File: config.mk
export PLATFORM = sky130hd
export DESIGN_NAME = rc_ppm_frame_encoder_core
export DESIGN_NICKNAME = d
export VERILOG_FILES = /design/src/design/rcppm_pkg.sv /design/src/design/rcppm_wmem.sv /design/src/design/rcppm_seq.sv /design/src/design/rcppm_calc.sv /design/src/design/rc_ppm_frame_encoder_core.sv
export VERILOG_INCLUDE_DIRS = /design/src /design/src/design
export SDC_FILE = /design/constraint.sdc
export NUM_CORES = 1
export LEC_CHECK = 0
export BUFFER_PORTS_ARGS = -buffer_cell sky130_fd_sc_hd__buf_2
export CORE_MARGIN = 3
export CORE_UTILIZATION = 45
export CTS_CLUSTER_SIZE = 40
export DETAILED_ROUTE_END_ITERATION = 8
export SYNTH_ARGS = -nofsm -noshare
export SYNTH_HDL_FRONTEND = slang
export SYNTH_SLANG_ARGS = --single-unit
File: constraint.sdc
create_clock -name i_clk -period 5.62 [get_ports i_clk]
set_clock_uncertainty 0.05 [all_clocks]
set_input_delay 0.562 -clock i_clk [delete_from_list [all_inputs] [get_ports i_clk]]
set_output_delay 0.562 -clock i_clk [all_outputs]
set_load 0.1 [all_outputs]
File: src/design/assert_macros.svh
// Assertion macros shared by the PPM frame encoder modules.
// No dependencies; included by the files that check their own logic.
`ifndef ASSERT_MACROS_SVH
`define ASSERT_MACROS_SVH

// The consequent must hold in the same cycle as the antecedent.
`define ASSERT_IMPLY(lbl, clk, rstn, ante, cons) \
    lbl: assert property (@(posedge clk) disable iff (!(rstn)) (ante) |-> (cons)) \
        else $error("same-cycle implication check failed");

// The consequent must hold in the cycle after the antecedent.
`define ASSERT_NEXT(lbl, clk, rstn, ante, cons) \
    lbl: assert property (@(posedge clk) disable iff (!(rstn)) (ante) |=> (cons)) \
        else $error("next-cycle implication check failed");

// The condition must never be true.
`define ASSERT_NEVER(lbl, clk, rstn, cond) \
    lbl: assert property (@(posedge clk) disable iff (!(rstn)) !(cond)) \
        else $error("forbidden condition seen");

`endif

File: src/design/rcppm_pkg.sv
// Types, constants and helper functions of the RC PPM frame encoder.
// No dependencies; imported by every module of the block.
package rcppm_pkg;

    localparam int W_CHAN  = 5;
    localparam int W_WIDTH = 12;
    localparam int W_FRAME = 15;
    localparam int W_CORR  = 8;
    localparam int W_TIME  = 16;
    localparam int W_CFG_INDEX = 3;
    localparam int W_CFG_DATA  = 15;

    localparam logic [W_WIDTH-1:0] DEF_WIDTH_US = 12'd1500;

    // Register indexes of the configuration port.
    localparam logic [W_CFG_INDEX-1:0] CFG_ACTIVE   = 3'd0;
    localparam logic [W_CFG_INDEX-1:0] CFG_INTERVAL = 3'd1;
    localparam logic [W_CFG_INDEX-1:0] CFG_MIN      = 3'd2;
    localparam logic [W_CFG_INDEX-1:0] CFG_MAX      = 3'd3;
    localparam logic [W_CFG_INDEX-1:0] CFG_FRAME    = 3'd4;
    localparam logic [W_CFG_INDEX-1:0] CFG_SYNC     = 3'd5;
    localparam logic [W_CFG_INDEX-1:0] CFG_CORR     = 3'd6;

    typedef enum logic [1:0] {
        PH_START    = 2'd0,
        PH_INTERVAL = 2'd1,
        PH_PULSE    = 2'd2
    } t_phase;

    // What a compare event does, decided when the item is accepted.
    typedef enum logic [1:0] {
        K_START = 2'd0,
        K_GAP   = 2'd1,
        K_PULSE = 2'd2,
        K_SYNC  = 2'd3
    } t_kind;

    typedef struct packed {
        logic              valid;
        t_kind             kind;
    } t_s1;

    typedef struct packed {
        logic [W_CHAN-1:0]  active_channels;
        logic [W_WIDTH-1:0] interval_us;
        logic [W_WIDTH-1:0] min_width_us;
        logic [W_WIDTH-1:0] max_width_us;
        logic [W_FRAME-1:0] frame_len_us;
        logic [W_FRAME-1:0] sync_min_us;
        logic [W_CORR-1:0]  tick_correction;
    } t_cfg;

    typedef struct packed {
        logic        op;
        logic [3:0]  chan_index;
        logic [15:0] width_us;
    } t_in_item;

    typedef struct packed {
        logic        pin_level;
        logic [15:0] compare_ticks;
        logic        frame_done;
        logic [1:0]  phase;
    } t_out_item;

    // Twice the duration minus the correction, floored at zero. Twice a
    // 15-bit value always fits in 16 bits, so no upper saturation is needed.
    function automatic logic [15:0] ticks_for(input logic [W_FRAME-1:0] dur_us,
                                              input logic [W_CORR-1:0] corr);
        logic [15:0] v;
        v = {dur_us, 1'b0};
        if (v <= {8'd0, corr}) begin
            ticks_for = 16'd0;
        end else begin
            ticks_for = v - {8'd0, corr};
        end
    endfunction

endpackage

File: src/design/rcppm_wmem.sv
// Channel width store: one synchronous memory with a registered read port.
// Depends on rcppm_pkg; entries never written read as the default width.
`include "assert_macros.svh"

module rcppm_wmem #(
    parameter int DEPTH = 16,
    parameter int AW    = 4
) (
    input  logic                         i_clk,
    input  logic                         i_rst_n,
    input  logic                         i_we,
    input  logic [AW-1:0]                i_waddr,
    input  logic [rcppm_pkg::W_WIDTH-1:0] i_wdata,
    input  logic                         i_re,
    input  logic [AW-1:0]                i_raddr,
    output logic [rcppm_pkg::W_WIDTH-1:0] o_rdata
);
    import rcppm_pkg::*;

    logic [W_WIDTH-1:0] r_mem [DEPTH];
    logic [DEPTH-1:0]   r_vld;
    logic [W_WIDTH-1:0] r_rdata;
    logic               r_rvld;

    always_ff @(posedge i_clk) begin
        if (i_we) begin
            r_mem[i_waddr] <= i_wdata;
        end
        if (i_re) begin
            r_rdata <= r_mem[i_raddr];
        end
    end

    // One valid bit per entry stands in for the reset value of the store.
    always_ff @(posedge i_clk) begin
        if (!i_rst_n) begin
            r_vld  <= '0;
            r_rvld <= 1'b0;
        end else begin
            if (i_we) begin
                r_vld[i_waddr] <= 1'b1;
            end
            if (i_re) begin
                r_rvld <= r_vld[i_raddr];
            end
        end
    end

    assign o_rdata = r_rvld ? r_rdata : DEF_WIDTH_US;

    // The single port serves either a channel write or an event read.
    `ASSERT_NEVER(a_one_access, i_clk, i_rst_n, i_we && i_re)

endmodule

File: src/design/rcppm_seq.sv
// Phase and channel sequencer: decides each compare event at acceptance.
// Depends on rcppm_pkg; drives the store read address and the event stage.
`include "assert_macros.svh"

module rcppm_seq #(
    parameter int AW = 4
) (
    input  logic                       i_clk,
    input  logic                       i_rst_n,
    input  logic                       i_evt_acc,
    input  logic                       i_adv,
    input  logic [rcppm_pkg::W_CHAN:0] i_eff_count,
    output logic                       o_re,
    output logic [AW-1:0]              o_raddr,
    output rcppm_pkg::t_s1             o_s1
);
    import rcppm_pkg::*;

    t_phase            r_phase, n_phase;
    logic [W_CHAN-1:0] r_chan, n_chan;
    t_s1               r_s1;
    t_kind             kind;
    logic              chan_left;
    logic [W_CHAN:0]   chan_ext;

    assign chan_left = {1'b0, r_chan} < i_eff_count;
    assign chan_ext  = {1'b0, r_chan};

    always_comb begin
        n_phase = r_phase;
        n_chan  = r_chan;
        case (r_phase)
            PH_INTERVAL: begin
                if (chan_left) begin
                    n_phase = PH_PULSE;
                    n_chan  = r_chan + 1'b1;
                end else begin
                    n_phase = PH_START;
                    n_chan  = '0;
                end
            end
            PH_PULSE: begin
                n_phase = PH_INTERVAL;
            end
            default: begin
                n_phase = PH_INTERVAL;
                n_chan  = '0;
            end
        endcase
    end

    always_comb begin
        case (r_phase)
            PH_INTERVAL: kind = chan_left ? K_PULSE : K_SYNC;
            PH_PULSE:    kind = K_GAP;
            default:     kind = K_START;
        endcase
    end

    always_ff @(posedge i_clk) begin
        if (!i_rst_n) begin
            r_phase  <= PH_START;
            r_chan   <= '0;
            r_s1     <= '{valid: 1'b0, kind: K_START};
        end else begin
            if (i_evt_acc) begin
                r_phase  <= n_phase;
                r_chan   <= n_chan;
                r_s1     <= '{valid: 1'b1, kind: kind};
            end else if (i_adv) begin
                r_s1.valid <= 1'b0;
            end
        end
    end

    assign o_re    = i_evt_acc;
    assign o_raddr = chan_ext[AW-1:0];
    assign o_s1    = r_s1;

    `ASSERT_NEXT(a_pulse_to_gap, i_clk, i_rst_n,
        i_evt_acc && (r_phase == PH_PULSE), r_phase == PH_INTERVAL)
    `ASSERT_NEXT(a_sync_clears_chan, i_clk, i_rst_n,
        i_evt_acc && (kind == K_SYNC), (r_chan == '0) && (r_phase == PH_START))

endmodule

File: src/design/rcppm_calc.sv
// Result stage: elapsed-time tracking, compare value and the output register.
// Depends on rcppm_pkg; consumes the event stage and the store read data.
`include "assert_macros.svh"

module rcppm_calc (
    input  logic                          i_clk,
    input  logic                          i_rst_n,
    input  rcppm_pkg::t_s1                i_s1,
    input  logic [rcppm_pkg::W_WIDTH-1:0] i_rdata,
    input  rcppm_pkg::t_cfg               i_cfg,
    input  logic                          i_out_ready,
    output logic                          o_adv,
    output logic                          o_out_valid,
    output rcppm_pkg::t_out_item          o_out_item
);
    import rcppm_pkg::*;

    logic [W_TIME-1:0]  r_elapsed, n_elapsed;
    logic               r_out_valid;
    t_out_item          r_out, n_out;
    logic [W_WIDTH-1:0] pulse_us;
    logic [W_WIDTH-1:0] add_us;
    logic [W_TIME:0]    sum;
    logic [W_FRAME-1:0] rem_us;
    logic [W_FRAME-1:0] sync_us;
    logic [W_TIME:0]    frame_diff;

    assign o_adv = i_s1.valid && (!r_out_valid || i_out_ready);

    assign pulse_us = (i_rdata > i_cfg.interval_us) ? (i_rdata - i_cfg.interval_us) : '0;
    assign add_us   = (i_s1.kind == K_PULSE) ? pulse_us : i_cfg.interval_us;
    assign sum      = {1'b0, r_elapsed} + {5'd0, add_us};

    // Past the frame length the remainder counts as zero, so the minimum wins.
    assign frame_diff = {2'b0, i_cfg.frame_len_us} - {1'b0, r_elapsed};
    assign rem_us     = frame_diff[W_TIME] ? '0 : frame_diff[W_FRAME-1:0];
    assign sync_us    = (i_cfg.sync_min_us < rem_us) ? rem_us : i_cfg.sync_min_us;

    always_comb begin
        n_elapsed = r_elapsed;
        n_out     = '0;
        case (i_s1.kind)
            K_PULSE: begin
                n_out.compare_ticks = ticks_for({3'd0, pulse_us}, i_cfg.tick_correction);
                n_out.phase         = PH_PULSE;
                n_elapsed           = sum[W_TIME] ? '1 : sum[W_TIME-1:0];
            end
            K_SYNC: begin
                n_out.compare_ticks = ticks_for(sync_us, i_cfg.tick_correction);
                n_out.frame_done    = 1'b1;
                n_out.phase         = PH_START;
            end
            K_GAP: begin
                n_out.pin_level     = 1'b1;
                n_out.compare_ticks = ticks_for({3'd0, i_cfg.interval_us},
                                                i_cfg.tick_correction);
                n_out.phase         = PH_INTERVAL;
                n_elapsed           = sum[W_TIME] ? '1 : sum[W_TIME-1:0];
            end
            default: begin
                n_out.pin_level     = 1'b1;
                n_out.compare_ticks = ticks_for({3'd0, i_cfg.interval_us},
                                                i_cfg.tick_correction);
                n_out.phase         = PH_INTERVAL;
                n_elapsed           = {4'd0, i_cfg.interval_us};
            end
        endcase
    end

    always_ff @(posedge i_clk) begin
        if (!i_rst_n) begin
            r_elapsed   <= '0;
            r_out_valid <= 1'b0;
        end else if (o_adv) begin
            r_elapsed   <= n_elapsed;
            r_out_valid <= 1'b1;
        end else if (i_out_ready) begin
            r_out_valid <= 1'b0;
        end
    end

    always_ff @(posedge i_clk) begin
        if (o_adv) begin
            r_out <= n_out;
        end
    end

    assign o_out_valid = r_out_valid;
    assign o_out_item  = r_out;

    `ASSERT_IMPLY(a_done_is_sync, i_clk, i_rst_n,
        r_out_valid && r_out.frame_done,
        !r_out.pin_level && (r_out.phase == PH_START))

endmodule

File: src/design/rc_ppm_frame_encoder_core.sv
// Top level of the RC PPM frame encoder: configuration registers and glue.
// Depends on rcppm_pkg, rcppm_wmem, rcppm_seq and rcppm_calc.
//
// The encoder takes one item per clock cycle when ready. A write item (op 0)
// clamps the requested width to the configured minimum and maximum and stores
// it in the channel width memory when accepted; it gives no result and is
// dropped when its channel is at or above the active count (capped at
// MAX_CHANS). A compare event item (op 1) advances the start, interval, pulse
// and sync sequence when accepted and reads the width memory for the channel
// in turn; the event kind and read data are registered, then the result is
// loaded into the output register once it is free or taken. The width memory
// has a single port and each item uses it at most once, which gives a rate of
// one item per cycle while ready; the output register decouples the two sides,
// so the input stays ready while a result waits, and it only drops ready when
// an event waits behind an output result that is not taken. Stored widths
// start at 1500 us through per-entry valid bits, so no clearing pass is needed
// after reset. Configuration registers are written through the plain write
// port and take effect at once; write them only while idle.
module rc_ppm_frame_encoder_core #(
    parameter int MAX_CHANS = 16
) (
    input  logic                              i_clk,
    input  logic                              i_rst_n,
    input  logic                              i_cfg_we,
    input  logic [rcppm_pkg::W_CFG_INDEX-1:0] i_cfg_index,
    input  logic [rcppm_pkg::W_CFG_DATA-1:0]  i_cfg_data,
    input  logic                              i_in_valid,
    output logic                              o_in_ready,
    input  rcppm_pkg::t_in_item               i_in_item,
    output logic                              o_out_valid,
    input  logic                              i_out_ready,
    output rcppm_pkg::t_out_item              o_out_item
);
    import rcppm_pkg::*;

    // Address width of the width memory; a single channel still gets one bit.
    localparam int AW = (MAX_CHANS > 1) ? $clog2(MAX_CHANS) : 1;
    localparam logic [W_CHAN:0] MAX_C = (W_CHAN + 1)'(MAX_CHANS);

    t_cfg               r_cfg;
    logic [W_CHAN:0]    eff_count;
    logic               in_acc;
    logic               evt_acc;
    logic               wr_acc;
    logic [W_WIDTH-1:0] clamped;
    logic [W_CHAN:0]    idx_ext;
    logic               re;
    logic [AW-1:0]      raddr;
    logic [W_WIDTH-1:0] rdata;
    t_s1                s1;
    logic               adv;

    // Configuration registers; an index past the list is ignored.
    always_ff @(posedge i_clk) begin
        if (!i_rst_n) begin
            r_cfg.active_channels <= 5'd8;
            r_cfg.interval_us     <= 12'd300;
            r_cfg.min_width_us    <= 12'd1000;
            r_cfg.max_width_us    <= 12'd2200;
            r_cfg.frame_len_us    <= 15'd20000;
            r_cfg.sync_min_us     <= 15'd3000;
            r_cfg.tick_correction <= 8'd7;
        end else if (i_cfg_we) begin
            case (i_cfg_index)
                CFG_ACTIVE:   r_cfg.active_channels <= i_cfg_data[W_CHAN-1:0];
                CFG_INTERVAL: r_cfg.interval_us     <= i_cfg_data[W_WIDTH-1:0];
                CFG_MIN:      r_cfg.min_width_us    <= i_cfg_data[W_WIDTH-1:0];
                CFG_MAX:      r_cfg.max_width_us    <= i_cfg_data[W_WIDTH-1:0];
                CFG_FRAME:    r_cfg.frame_len_us    <= i_cfg_data[W_FRAME-1:0];
                CFG_SYNC:     r_cfg.sync_min_us     <= i_cfg_data[W_FRAME-1:0];
                CFG_CORR:     r_cfg.tick_correction <= i_cfg_data[W_CORR-1:0];
                default: ;
            endcase
        end
    end

    // Active channel count, capped at the size of the width memory.
    assign eff_count = ({1'b0, r_cfg.active_channels} < MAX_C) ?
                       {1'b0, r_cfg.active_channels} : MAX_C;

    // The input stalls only when an event waits and the output cannot move.
    assign o_in_ready = !s1.valid || adv;
    assign in_acc     = i_in_valid && o_in_ready;
    assign evt_acc    = in_acc && i_in_item.op;

    // Lower clamp first: with min above max, only widths below min get min.
    always_comb begin
        if (i_in_item.width_us < {4'd0, r_cfg.min_width_us}) begin
            clamped = r_cfg.min_width_us;
        end else if (i_in_item.width_us > {4'd0, r_cfg.max_width_us}) begin
            clamped = r_cfg.max_width_us;
        end else begin
            clamped = i_in_item.width_us[W_WIDTH-1:0];
        end
    end

    assign idx_ext = {2'b00, i_in_item.chan_index};
    assign wr_acc  = in_acc && !i_in_item.op && (idx_ext < eff_count);

    rcppm_wmem #(
        .DEPTH (MAX_CHANS),
        .AW    (AW)
    ) u_wmem (
        .i_clk   (i_clk),
        .i_rst_n (i_rst_n),
        .i_we    (wr_acc),
        .i_waddr (idx_ext[AW-1:0]),
        .i_wdata (clamped),
        .i_re    (re),
        .i_raddr (raddr),
        .o_rdata (rdata)
    );

    rcppm_seq #(
        .AW (AW)
    ) u_seq (
        .i_clk       (i_clk),
        .i_rst_n     (i_rst_n),
        .i_evt_acc   (evt_acc),
        .i_adv       (adv),
        .i_eff_count (eff_count),
        .o_re        (re),
        .o_raddr     (raddr),
        .o_s1        (s1)
    );

    rcppm_calc u_calc (
        .i_clk       (i_clk),
        .i_rst_n     (i_rst_n),
        .i_s1        (s1),
        .i_rdata     (rdata),
        .i_cfg       (r_cfg),
        .i_out_ready (i_out_ready),
        .o_adv       (adv),
        .o_out_valid (o_out_valid),
        .o_out_item  (o_out_item)
    );

endmodule

## Word-level counts from Yosys, hierarchy flattened

Memories as Yosys holds them, arrays and structs flattened. A register that Yosys moved wholly into a read port is not among the register bits.
Index checks and enable logic that the tools add are counted.

- Bits in writable memories: 192
- Memories: 1
- Bits in registers: 143
- Bits of input ports: 44
- Output and inout port bits: 22
- Word-level logic and storage cells: 112

- Eq/ne operators: 11
- Magnitude comparators: 13
- Multiplexer cells: 33
- Bitwise logic cells: 3
- Add/subtract/negate cells: 7
- Reduce and logical (&&, ||, !) cells: 25

Memories:

| memory | depth | width | rd ports | clocked after memory_dff | wr ports | RTL line | source |
|---|---|---|---|---|---|---|---|
| u_wmem.r_mem | 16 | 12 | 1 | 1 | 1 | rcppm_wmem.sv:20 | `logic [W_WIDTH-1:0] r_mem [DEPTH];` |

Operator list:

| kind | count |
|---|---|
| $mux 16 | 4 |
| $pmux 16 s2 | 2 |
| $mux 12 | 5 |
| $mux 15 | 2 |
| $sub 13x8->14 | 2 |
| $le 13x8->1 | 2 |
| $reduce_and 2->1 | 9 |
| $add 16x12->17 | 1 |
| $sub 15x16->17 | 1 |
| $gt 16x12->1 | 1 |
| $le 16x8->1 | 1 |
| $lt 16x12->1 | 1 |
| $or 16x16->16 | 1 |
| $sub 16x8->16 | 1 |
| $lt 15x15->1 | 1 |
| $gt 12x12->1 | 1 |
| $sub 12x12->12 | 1 |
| $mux 1 | 11 |
| $lt 4x5->1 const B | 2 |
| $mux 5 | 2 |
| $pmux 5 s2 | 1 |
| $eq 3x3->1 const B | 3 |
| $pmux 2 s2 | 2 |
| $eq 2x2->1 const B | 3 |
| other kinds (18) | 32 |

## Logic depth before layout (Yosys ltp)

Gate-level depths: netlist (run 1).

- Depth after elaboration: 9
- Gate-level depth with buffers: 31

## Modules after synthesis

From an unflattened synthesis (run 1), not the netlist that was laid out.

- Cell total of the unflattened synthesis: 1641
- Area total of the unflattened synthesis: 18753.0 µm²

By module, submodules not included:

| module | sequential area each (µm²) | cells an instance | times used | area an instance (µm²) |
|---|---|---|---|---|
| rcppm_wmem | 6466.2 | 368 | 1 | 8480.6 |
| rcppm_calc | 910.9 | 734 | 1 | 5788.1 |
| rc_ppm_frame_encoder_core | 1581.5 | 466 | 1 | 3853.7 |
| rcppm_seq | 200.2 | 73 | 1 | 630.6 |

## Worst setup path before layout (run 1)

No wires, ideal clock.

- Kind: reg-to-reg
- From: reg u_calc.r_elapsed[0]
- To: reg u_calc.r_out, in the netlist u_calc.o_out_item[6] (data pin)
- Library setup time: 261 ps
- Required time: 5309 ps
- Stages on the path, launching flop included: 28
- Arrival time: 5725 ps
- Period minus slack after synthesis: 6036 ps
- Path slack: -416 ps
- Buffers on the path: 2
- Cells stage by stage: dfxtp_1 -> ha_1 -> inv_1 -> fa_1 -> a211oi_2 -> nor3_4 -> o2111ai_2 -> nand2_2 -> o211ai_1 -> ha_1 -> a21oi_1 -> nand2_1 -> a211o_2 -> a2111o_1 -> a21o_2 -> clkbuf_1 -> clkbuf_1 -> nand2_1 -> o21ai_0 -> ha_1 -> nor2b_1 -> o21ai_0 -> a21o_1 -> a21oi_1 -> o21ai_0 -> nand3b_4 -> o31a_1 -> a221o_1

RTL lines:

| item | RTL line | source |
|---|---|---|
| from (decl) | rcppm_calc.sv:18 | `logic [W_TIME-1:0] r_elapsed, n_elapsed;` |
| from (signal assigned) | rcppm_calc.sv:75 | `r_elapsed <= n_elapsed;` |
| to (signal assigned) | rcppm_calc.sv:84 | `r_out <= n_out;` |
| to (decl) | rcppm_calc.sv:20 | `t_out_item r_out, n_out;` |

==> metrics, run 1 <==
outcome finished with violations; failing checks negative setup slack; max-slew violations 0; Routed WL 50800 um; H-tree levels 2; crit path max-delay cell type a2111o_1; HP Start i_cfg_data[14]; hold crit path type input pin to flip-flop; worst r2r src r_cfg[23]; synth cell count leaders 223 x edfxtp_1, 213 x nand2_1, 123 x dfxtp_1; slew margin rel. 0.191; die width 209 um; maxcap violations 0; post-DP HPWL 37100 um; Cell Rows 73; Worst Slack Setup Final -0.0648 ns; final core occ 0.547; Initial Utilization 0.461; CP Class flip-flop to flip-flop; ANT cells 0; largest net degree at the start of global routing 100; Worst path max stage delay 0.46 ns; most common cell in the netlist edfxtp_1; # fillers 3460; FF-to-FF path depth 28; Post-Syn Instances 1642; final setup violation count 10; Hold EP r_cfg[37]; Final period util 1.01; Core ar. 0.0402 sq mm; Max Root-Sink Buffers 3; total global routing overflow 0; TritonRoute pass-1 iters 5; clock sinks 346; RSZ-0062 raised after global routing true; Clk pin slew, worst setup/hold paths 0.06 ns; Final GP Congestion 0.921; Critical Path Fanout Max 6; worst vdd ir 0.254 mV; sequential-to-total area share from yosys stat 0.494; fmax 176 MHz; Synth area leaders edfxtp_1 36%, dfxtp_1 13%, mux4_2 7.9%; number of synthesized flops with an enable pin 223; layout cells sized above 1 0.224; top cell type's share of synthesized area 0.361; syn_nets 1804; Main synth FF type edfxtp_1; endpoints failing hold 0; die area 0.0436 sq mm; Post-Syn Area 0.0185 sq mm; Layout Area Growth over Synthesis 18.7%; count of cell types in the netlist 82; vias per inst 5.73; synth warn 0; vias in the first global route 13473; Root Buffer Master clkbuf_16; critical path required time 5.81 ns; Tmin final 5.68 ns; drt initial violations 1008; first-pass GRT wire length 77700 um; CTS tree yes; worst hold slack 0.182 ns; worst-margin pin slew 1.21 ns; Residual DRC 0; Post-DRT Antenna Nets 0; Syn Area/Cell 11.3 sq um; PwrDens 289 mW/mm^2; R2R Setup Slk -0.06 ns; nets@finish 1990; All-Layer GR Usage 0.229; Yosys reg bits 346; Die Height 209 um; Buffers on Ports 65; clock latency at the later pin of the worst-skew pair 0.57 ns; startpoint types flip-flop; worst reg2reg endpoint u_calc.o_out_item[11]; Hold Crit Depth 3; hold buffers post-CTS 0; cell leakage power 8.03 nW; initial antenna violation count 0; Avg WL per Cell 21.3 um; IO Pins 66; Setup crit end kind flip-flop; Worst EP arrival 5.88 ns; via count 13641; ys async rst share 0; CTS Buf Count 38; Synth area leader edfxtp_1
critical path, delay by kind of cell (launching register included):
family,cells,cell delay (ns)
buffers and inverters,4,0.36
DFF,1,0.32
and+or+nand+nor,6,0.56
AOI/OAI and AO/OA,14,3.04
adders and majority gates,4,1.04
routing by layer:
layer	up-vias	track usage	share of wire
met3	97	0.0315	0.047
met2	378	0.388	0.49
met5	-	0	0
met4	0	0.0836	0.037
li1	6514	-	-
met1	6652	0.303	0.43
cells by family (layout without fill, tap and decap cells):
group | count (synthesis) | after routing | synth area share
buffers and inverters | 153 | 367 | 0.0321
multiplexers | 105 | 105 | 0.101
flip-flops | 346 | 346 | 0.494
AND/OR/NAND/NOR | 491 | 491 | 0.124
AO/OA/AOI/OAI | 381 | 382 | 0.143
XOR/XNOR | 48 | 48 | 0.0227
adder cells (fa/ha/maj) | 118 | 118 | 0.0821
area by class of cell:
type | instances | area, sq um | share of cell area
clock buffer | 45 | 977 | 0.0444
clock inverter | 24 | 365 | 0.0166
timing repair buffer | 205 | 1390 | 0.0634
tap | 525 | 657 | 0.0299
sequential | 346 | 9170 | 0.417
multi-input combinational | 1144 | 9080 | 0.413
inverter | 93 | 349 | 0.0159
worst max path at each step:
stage	startpoint	to	slack, ns
final	r_cfg[23]	u_calc.o_out_item[11]	-0.06
after detailed placement	r_cfg[23]	u_calc.o_out_item[16]	-0.12
after global routing	r_cfg[23]	u_calc.o_out_item[11]	-0.32
after CTS	r_cfg[23]	u_calc.o_out_item[16]	-0.05
after floorplan	u_calc.r_elapsed[0]	u_calc.o_out_item[6]	-0.02
after global placement	r_cfg[23]	u_calc.o_out_item[16]	-0.05
flip-flops by register name, summed over array words and instances, names as in the netlist:
register / cells
u_wmem.r_mem: 192
u_seq.r_chan: 5
u_seq.r_phase: 2
u_wmem.r_vld: 16
r_cfg: 79
u_calc.o_out_item: 19
u_seq.o_s1: 3
u_calc.o_out_valid: 1
u_wmem.r_rvld: 1
u_wmem.r_rdata: 12
u_calc.r_elapsed: 16
through the flow:
step	setup TNS, ns	worst slack, ns	cells	total power [mW]	area (sq um)
6_report	-0.430	-0.0648	2382	6.36	22000
5_1_grt	-4.37	-0.324	2382	6.61	22000
4_1_cts	-0.0806	-0.0456	2375	6.37	21700
3_5_place_dp	-0.313	-0.118	2302	3.69	20300
3_3_place_gp	-0.0752	-0.0544	2302	3.68	20300
2_1_floorplan	-0.0252	-0.0215	1642	3.37	18600
where the power goes:
group | leakage, nW | internal (mW) | total (mW) | switching, mW
clock | 0.648 | 1.59 | 2.66 | 1.07
combinational | 4.44 | 0.406 | 0.942 | 0.536
sequential | 2.94 | 2.74 | 2.76 | 0.0245
cells in the final DEF (no fill, tap or decap), drive strengths merged, types with 7 or more instances in the layout:
cell and count:
clkinv 15, clkbuf 45, xor2 16, edfxtp 223, and2 12, mux2i 32, nor2b 20, o21ai 69
a211oi 13, bufinv 7, nand4 13, nand3 41, or2 7, a31oi 11, or3 14, xnor2 32
o31ai 8, o21a 35, nand2b 26, o211ai 28, inv 95, nor2 82, a21oi 63, mux4 65
ha 112, nand2 214, nor3 39, a21o 23, buf 205, dfxtp 123, mux2 8, o221ai 14
a21boi 63
repair_timing:
action                                  in CTS  in global routing
gates resized for setup                      8                 50
pin swaps                                    3                 32
endpoints found under the setup margin      12                 28
setup buffers                                3                  6
gates cloned                                 1                  1
No activity file was read; power rests on OpenSTA's default activity.
==> run 2, diff against run 1 <==
Settings changed: ABC_AREA from default to 1, CORE_MARGIN 3 to 4.
Clock period 5.62 ns to 6.2 ns, I/O delays scaled along.
==> run 2 against run 1 <==
Against the previous run:
- maximum frequency is 0.79% higher
- register-to-register slack better by 0.62 ns
- the run now ends clean
- wire length is 0.59% higher
- worst hold slack better by 0.083 ns
- highest routed layer unchanged
- non-clock buffer count is 101 lower
- critical path type unchanged
- largest power group unchanged
- utilization is 3.2 points lower
- total power is 9.3% lower
- sequential share of layout area is 2.7 points higher
==> metrics, run 2 <==
outcome completed (was finished with violations); startpoint types flip-flop (unchanged); final setup violation count 0 (was 10); placed instance area 0.0194 sq mm (was 0.0203 sq mm); hold crit path type input pin to flip-flop (unchanged); Reg power frac 0.437 (was 0.434); fmax 177 MHz (was 176 MHz); Die Height 210 um (was 209 um); synth cell count leaders 333 x nand2_1, 253 x nor2_1, 223 x edfxtp_1 (was 223 x edfxtp_1, 213 x nand2_1, 123 x dfxtp_1); CTS Buf Count 40 (was 38); most common cell after layout, fill and taps aside nand2_1 (was edfxtp_1); most common cell in the netlist nand2_1 (was edfxtp_1); Post-Route Setup TNS 0 ns (was -0.430 ns); Net Sw Power 1.63 mW (about the same); hold buffers post-CTS 0 (unchanged); critical path required time 6.45 ns (was 5.81 ns); synth warn 0 (unchanged); CTS tree yes (unchanged); Synth area leaders edfxtp_1 36%, dfxtp_1 13%, ha_1 7.6% (was edfxtp_1 36%, dfxtp_1 13%, mux4_2 7.9%); Final Cell Area 0.0206 sq mm (was 0.0220 sq mm); Yosys reg bits 346 (unchanged); Root Buffer Master clkbuf_16 (unchanged); syn_nets 2247 (was 1804); Post-Syn Instances 2085 (was 1642); Setup crit end kind flip-flop (unchanged); All-Layer GR Usage 0.227 (was 0.229); worst r2r src u_calc.r_elapsed[0] (was r_cfg[23]); Post-DRT Antenna Nets 0 (unchanged); total global routing overflow 0 (unchanged); top cell type's share of synthesized area 0.364 (was 0.361); die area 0.0442 sq mm (was 0.0436 sq mm); via count 14734 (was 13641); vias per inst 5.44 (was 5.73); initial antenna violation count 0 (unchanged); Cell Rows 73 (unchanged); ANT cells 0 (unchanged); Clk pin slew, worst setup/hold paths 0.06 ns (about the same); Sw Share 0.283 (was 0.256); area of the multi-input gates 0.00812 sq mm (was 0.00908 sq mm); Hold Crit Depth 3 (unchanged); Post-Place Worst Slack 0.569 ns (was -0.118 ns); slew margin rel. 0.277 (was 0.191); count of cell types in the netlist 49 (was 82); clock sinks 346 (unchanged); R2R Setup Slk 0.56 ns (was -0.06 ns); Final period util 0.910 (was 1.01); Post-Syn Area 0.0184 sq mm (was 0.0185 sq mm); most used cell, CP nand2_1; worst-margin pin slew 1.08 ns (was 1.21 ns); Buffers on Ports 65 (unchanged); Initial Utilization 0.459 (was 0.461); die width 210 um (was 209 um); Critical Path Fanout Max 30 (was 6); PwrDens 280 mW/mm^2 (was 289 mW/mm^2); Residual DRC 0 (unchanged); final core occ 0.515 (was 0.547); Tmin final 5.64 ns (was 5.68 ns); CP Class flip-flop to flip-flop (unchanged); FF-to-FF path depth 33 (was 28); sequential cell area 0.00916 sq mm (was 0.00917 sq mm); sequential-to-total area share from yosys stat 0.498 (was 0.494); Routed WL 51100 um (was 50800 um); Comb power frac 0.164 (was 0.148); nets@finish 2316 (was 1990); Max Root-Sink Buffers 3 (unchanged); worst reg2reg endpoint u_calc.o_out_item[18] (was u_calc.o_out_item[11]); RSZ-0062 raised after global routing false (was true); first-pass GRT wire length 78800 um (was 77700 um); worst hold slack 0.265 ns (was 0.182 ns); Post-CTS Setup Inserts 0 (was 3); # fillers 3718 (was 3460); Worst EP arrival 5.89 ns (was 5.88 ns); endpoints failing hold 0 (unchanged); cell leakage power 8.45 nW (was 8.03 nW); vias in the first global route 13930 (was 13473); layout cells sized above 1 0.112 (was 0.224); Clock Power Share 0.399 (was 0.418); crit path max-delay cell type fa_1 (was a2111o_1); Worst path max stage delay 0.40 ns (was 0.46 ns); max-slew violations 0 (unchanged); maxcap violations 0 (unchanged); drt initial violations 1062 (was 1008); number of synthesized flops with an enable pin 223 (unchanged); Hold EP r_cfg[37] (unchanged); commonest cells after routing, fill and taps aside 333 x nand2_1, 250 x nor2_1, 223 x edfxtp_1, 218 x o21ai_0, 206 x inv_1 (was 223 x edfxtp_1, 210 x nand2_1, 137 x buf_4, 118 x dfxtp_1, 106 x ha_1); Syn Area/Cell 8.82 sq um (was 11.3 sq um); Synth area leader edfxtp_1 (unchanged); H-tree levels 2 (unchanged); IO Pins 66 (unchanged); P_int 4.14 mW (was 4.73 mW); Avg WL per Cell 18.9 um (was 21.3 um); worst vdd ir 0.251 mV (was 0.254 mV); Layout Area Growth over Synthesis 12.3% (was 18.7%); Core ar. 0.0401 sq mm (was 0.0402 sq mm); TritonRoute pass-1 iters 7 (was 5); post-DP HPWL 35800 um (was 37100 um); Main synth FF type edfxtp_1 (unchanged); clock latency at the later pin of the worst-skew pair 0.57 ns (about the same); Final GP Congestion 0.927 (was 0.921); max reg flops 192 (unchanged); largest reg by FF count u_wmem.r_mem (unchanged); HP Start i_cfg_data[14] (unchanged); Worst Slack Setup Final 0.560 ns (was -0.0648 ns); largest net degree at the start of global routing 108 (was 100); ys async rst share 0 (unchanged)
==> run 2: critical path, delay by kind of cell (launching register included) <==
kind / cells / cell delay (ns)
compound gates: 8 / 1.20
fa+ha+maj: 4 / 1.00
buf+inv: 1 / 0.05
flops: 1 / 0.36
simple gates: 20 / 2.70
==> run 2: cells by family after synthesis <==
kind of cell	share of synthesized area
AND/OR/NAND/NOR	0.185
multiplexers	0.00109
XOR/XNOR	0.0138
AO/OA/AOI/OAI	0.158
adder cells (fa/ha/maj)	0.0827
buffers and inverters	0.0611
flip-flops	0.498
==> run 2: layout make-up <==
type                            count  share of cell area
Sequential cell                   346               0.444
Multi-Input combinational cell   1448               0.393
Clock buffer                       55              0.0536
Inverter                          214              0.0389
Tap cell                          525              0.0318
Timing Repair Buffer              104              0.0299
Clock inverter                     18             0.00873
==> run 2: what timing repair did <==
| action | in CTS | in global routing |
|---|---|---|
| setup endpoints to repair | 0 | 1 |
| gates resized for setup | 0 | 1 |
| endpoints found under the hold margin | 0 | 0 |
==> run 2: worst max path at each step <==
stage | start | endpoint | slack, ns | cells past startpoint
floorplan | u_calc.r_elapsed[0] | u_calc.o_out_item[11] | 0.94 | 36
global placement | r_cfg[23] | u_calc.o_out_item[11] | 0.82 | 32
detailed placement | u_calc.r_elapsed[0] | u_calc.o_out_item[18] | 0.57 | 33
CTS | u_calc.r_elapsed[0] | u_calc.o_out_item[18] | 0.57 | 33
global route | u_calc.r_elapsed[0] | u_calc.o_out_item[18] | 0.02 | 33
finish | u_calc.r_elapsed[0] | u_calc.o_out_item[18] | 0.56 | 33
==> run 2: per-stage QoR <==
step	power, mW	std cells
after detailed placement	3.51	2637
after global routing	6.03	2710
after floorplan	3.23	2085
final	5.77	2710
after global placement	3.49	2637
after CTS	5.81	2710
==> run 2: power groups by stage <==
stage / sequential, mW / combinational (mW) / clock (mW)
5_1_grt: 2.53 / 1.05 / 2.45
2_1_floorplan: 2.60 / 0.631 / 0
6_report: 2.52 / 0.946 / 2.30
4_1_cts: 2.52 / 0.940 / 2.35
3_5_place_dp: 2.57 / 0.937 / 0
3_3_place_gp: 2.57 / 0.923 / 0
==> run 2: per-layer routing <==
| layer | wire length [um] | GRT usage |
|---|---|---|
| met3 | 2420 | 0.0290 |
| met1 | 22100 | 0.295 |
| met4 | 1460 | 0.0734 |
| met2 | 25200 | 0.395 |
| met5 | 0 | 0 |
==> run 3, diff against run 2 <==
Settings changed: CORE_UTILIZATION 45 to 55, PLACE_DENSITY from default to 0.72.
==> run 3 against run 2 <==
Against the previous run:
- combinational power barely moved
- critical endpoint unchanged
- global-route usage increased by 4.5 points
- wire length down 2.2%
- highest routed layer unchanged
- total power increased by 0.39%
- flip-flop and latch count unchanged
- non-clock buffer count shrank 1
- sequential power about the same
==> metrics, run 3 (synthesized netlist as in run 2, its figures left out) <==
startpoint types flip-flop (unchanged); Final GP Congestion 0.940 (was 0.927); All-Layer GR Usage 0.272 (was 0.227); Final Cell Area 0.0205 sq mm (was 0.0206 sq mm); PwrDens 282 mW/mm^2 (was 280 mW/mm^2); hold crit path type input pin to flip-flop (unchanged); Clock Power Share 0.401 (was 0.399); Critical Path Fanout Max 30 (unchanged); Root Buffer Master clkbuf_16 (unchanged); worst vdd ir 0.244 mV (was 0.251 mV); total global routing overflow 0 (unchanged); Post-CTS Setup Inserts 0 (unchanged); initial antenna violation count 0 (unchanged); Worst EP arrival 5.68 ns (was 5.89 ns); die width 191 um (was 210 um); CTS-repair resized insts 0 (unchanged); Avg WL per Cell 19.1 um (was 18.9 um); Final period util 0.880 (was 0.910); cell leakage power 8.43 nW (was 8.45 nW); via count 15025 (was 14734); CP Class flip-flop to flip-flop (unchanged); maxcap violations 0 (unchanged); Setup crit end kind flip-flop (unchanged); final core occ 0.626 (was 0.515); vias per inst 5.73 (was 5.44); Post-Route Setup TNS 0 ns (unchanged); slew margin rel. 0.162 (was 0.277); first-pass GRT wire length 77700 um (was 78800 um); Residual DRC 0 (unchanged); Layout Area Growth over Synthesis 11.6% (was 12.3%); Clk pin slew, worst setup/hold paths 0.06 ns (about the same); Core ar. 0.0328 sq mm (was 0.0401 sq mm); RSZ-0062 raised after global routing false (unchanged); H-tree levels 2 (unchanged); Comb power frac 0.163 (was 0.164); TritonRoute pass-1 iters 8 (was 7); Reg power frac 0.435 (was 0.437); placed instance area 0.0192 sq mm (was 0.0194 sq mm); Sw Share 0.277 (was 0.283); critical path required time 6.42 ns (was 6.45 ns); Routed WL 50000 um (was 51100 um); Cell Rows 66 (was 73); IO Pins 66 (unchanged); commonest cells after routing, fill and taps aside 333 x nand2_1, 253 x nor2_1, 223 x edfxtp_1, 219 x o21ai_0, 206 x inv_1 (was 333 x nand2_1, 250 x nor2_1, 223 x edfxtp_1, 218 x o21ai_0, 206 x inv_1); CTS Buf Count 38 (was 40); Max Root-Sink Buffers 3 (unchanged); Tmin final 5.46 ns (was 5.64 ns); worst-margin pin slew 1.26 ns (was 1.08 ns); die area 0.0364 sq mm (was 0.0442 sq mm); most used cell, CP nand2_1 (unchanged); max reg flops 192 (unchanged); clock latency at the later pin of the worst-skew pair 0.55 ns (was 0.57 ns); Die Height 191 um (was 210 um); CTS tree yes (unchanged); largest reg by FF count u_wmem.r_mem (unchanged); Initial Utilization 0.561 (was 0.459); largest net degree at the start of global routing 98 (was 108); fmax 183 MHz (was 177 MHz); Post-Place Worst Slack 0.807 ns (was 0.569 ns); vias in the first global route 14291 (was 13930); clock sinks 346 (unchanged); Worst path max stage delay 0.42 ns (was 0.40 ns); nets@finish 2313 (was 2316); final setup violation count 0 (unchanged); most common cell after layout, fill and taps aside nand2_1 (unchanged); outcome completed (unchanged); hold buffers post-CTS 0 (unchanged); layout cells sized above 1 0.109 (was 0.112); Net Sw Power 1.61 mW (was 1.63 mW); max-slew violations 0 (unchanged); post-DP HPWL 34900 um (was 35800 um); Post-DRT Antenna Nets 0 (unchanged); ANT cells 0 (unchanged); worst hold slack 0.301 ns (was 0.265 ns); Buffers on Ports 65 (unchanged); drt initial violations 1202 (was 1062); endpoints failing hold 0 (unchanged); P_int 4.19 mW (was 4.14 mW); Worst Slack Setup Final 0.745 ns (was 0.560 ns); crit path max-delay cell type dfxtp_1 (was fa_1)
## run 3: critical path, delay by kind of cell, from the launching register on
family	cells	cell delay, ns
flip-flops	1	0.42
adder cells (fa/ha/maj)	3	1.00
buffers and inverters	3	0.25
AO/OA/AOI/OAI	6	0.75
AND/OR/NAND/NOR	21	2.68
## run 3: cell type report
type                       count  area, sq um
timing repair buffer         103          611
tap                          442          553
multi-input combinational   1448         8110
clock buffer                  51         1040
clock inverter                18          239
inverter                     214          803
fill                        2778        12300
sequential                   346         9160
## run 3: metrics by stage
step	std cells	power, mW
after floorplan	2085	3.23
after global placement	2553	3.49
after detailed placement	2553	3.50
after CTS	2622	5.81
after global routing	2622	6.02
final	2622	5.80
## run 3: final timing paths
| path | endpoint | cells after the start | slack [ns] | startpoint |
|---|---|---|---|---|
| max | u_calc.o_out_item[18] | 33 | 0.74 | u_calc.r_elapsed[12] |
| min reg2reg | r_cfg[23] | 2 | 0.41 | r_cfg[23] |
| min | r_cfg[35] | 3 | 0.30 | i_cfg_data[12] |
| max reg2reg | u_calc.o_out_item[18] | 33 | 0.74 | u_calc.r_elapsed[12] |
## run 3: power groups by stage
stage / logic, mW / registers [mW] / clock network, mW
CTS: 0.939 / 2.52 / 2.35
global placement: 0.923 / 2.57 / 0
detailed placement: 0.934 / 2.57 / 0
global route: 1.05 / 2.52 / 2.44
finish: 0.947 / 2.52 / 2.33
floorplan: 0.631 / 2.60 / 0
## run 3: layer usage
metal / global-route usage / wire (um) / up-vias
met5: 0 / 0 / -
met4: 0.123 / 2340 / 0
met3: 0.0346 / 2870 / 131
met2: 0.467 / 24200 / 498
met1: 0.345 / 20500 / 7072
li1: - / - / 7324
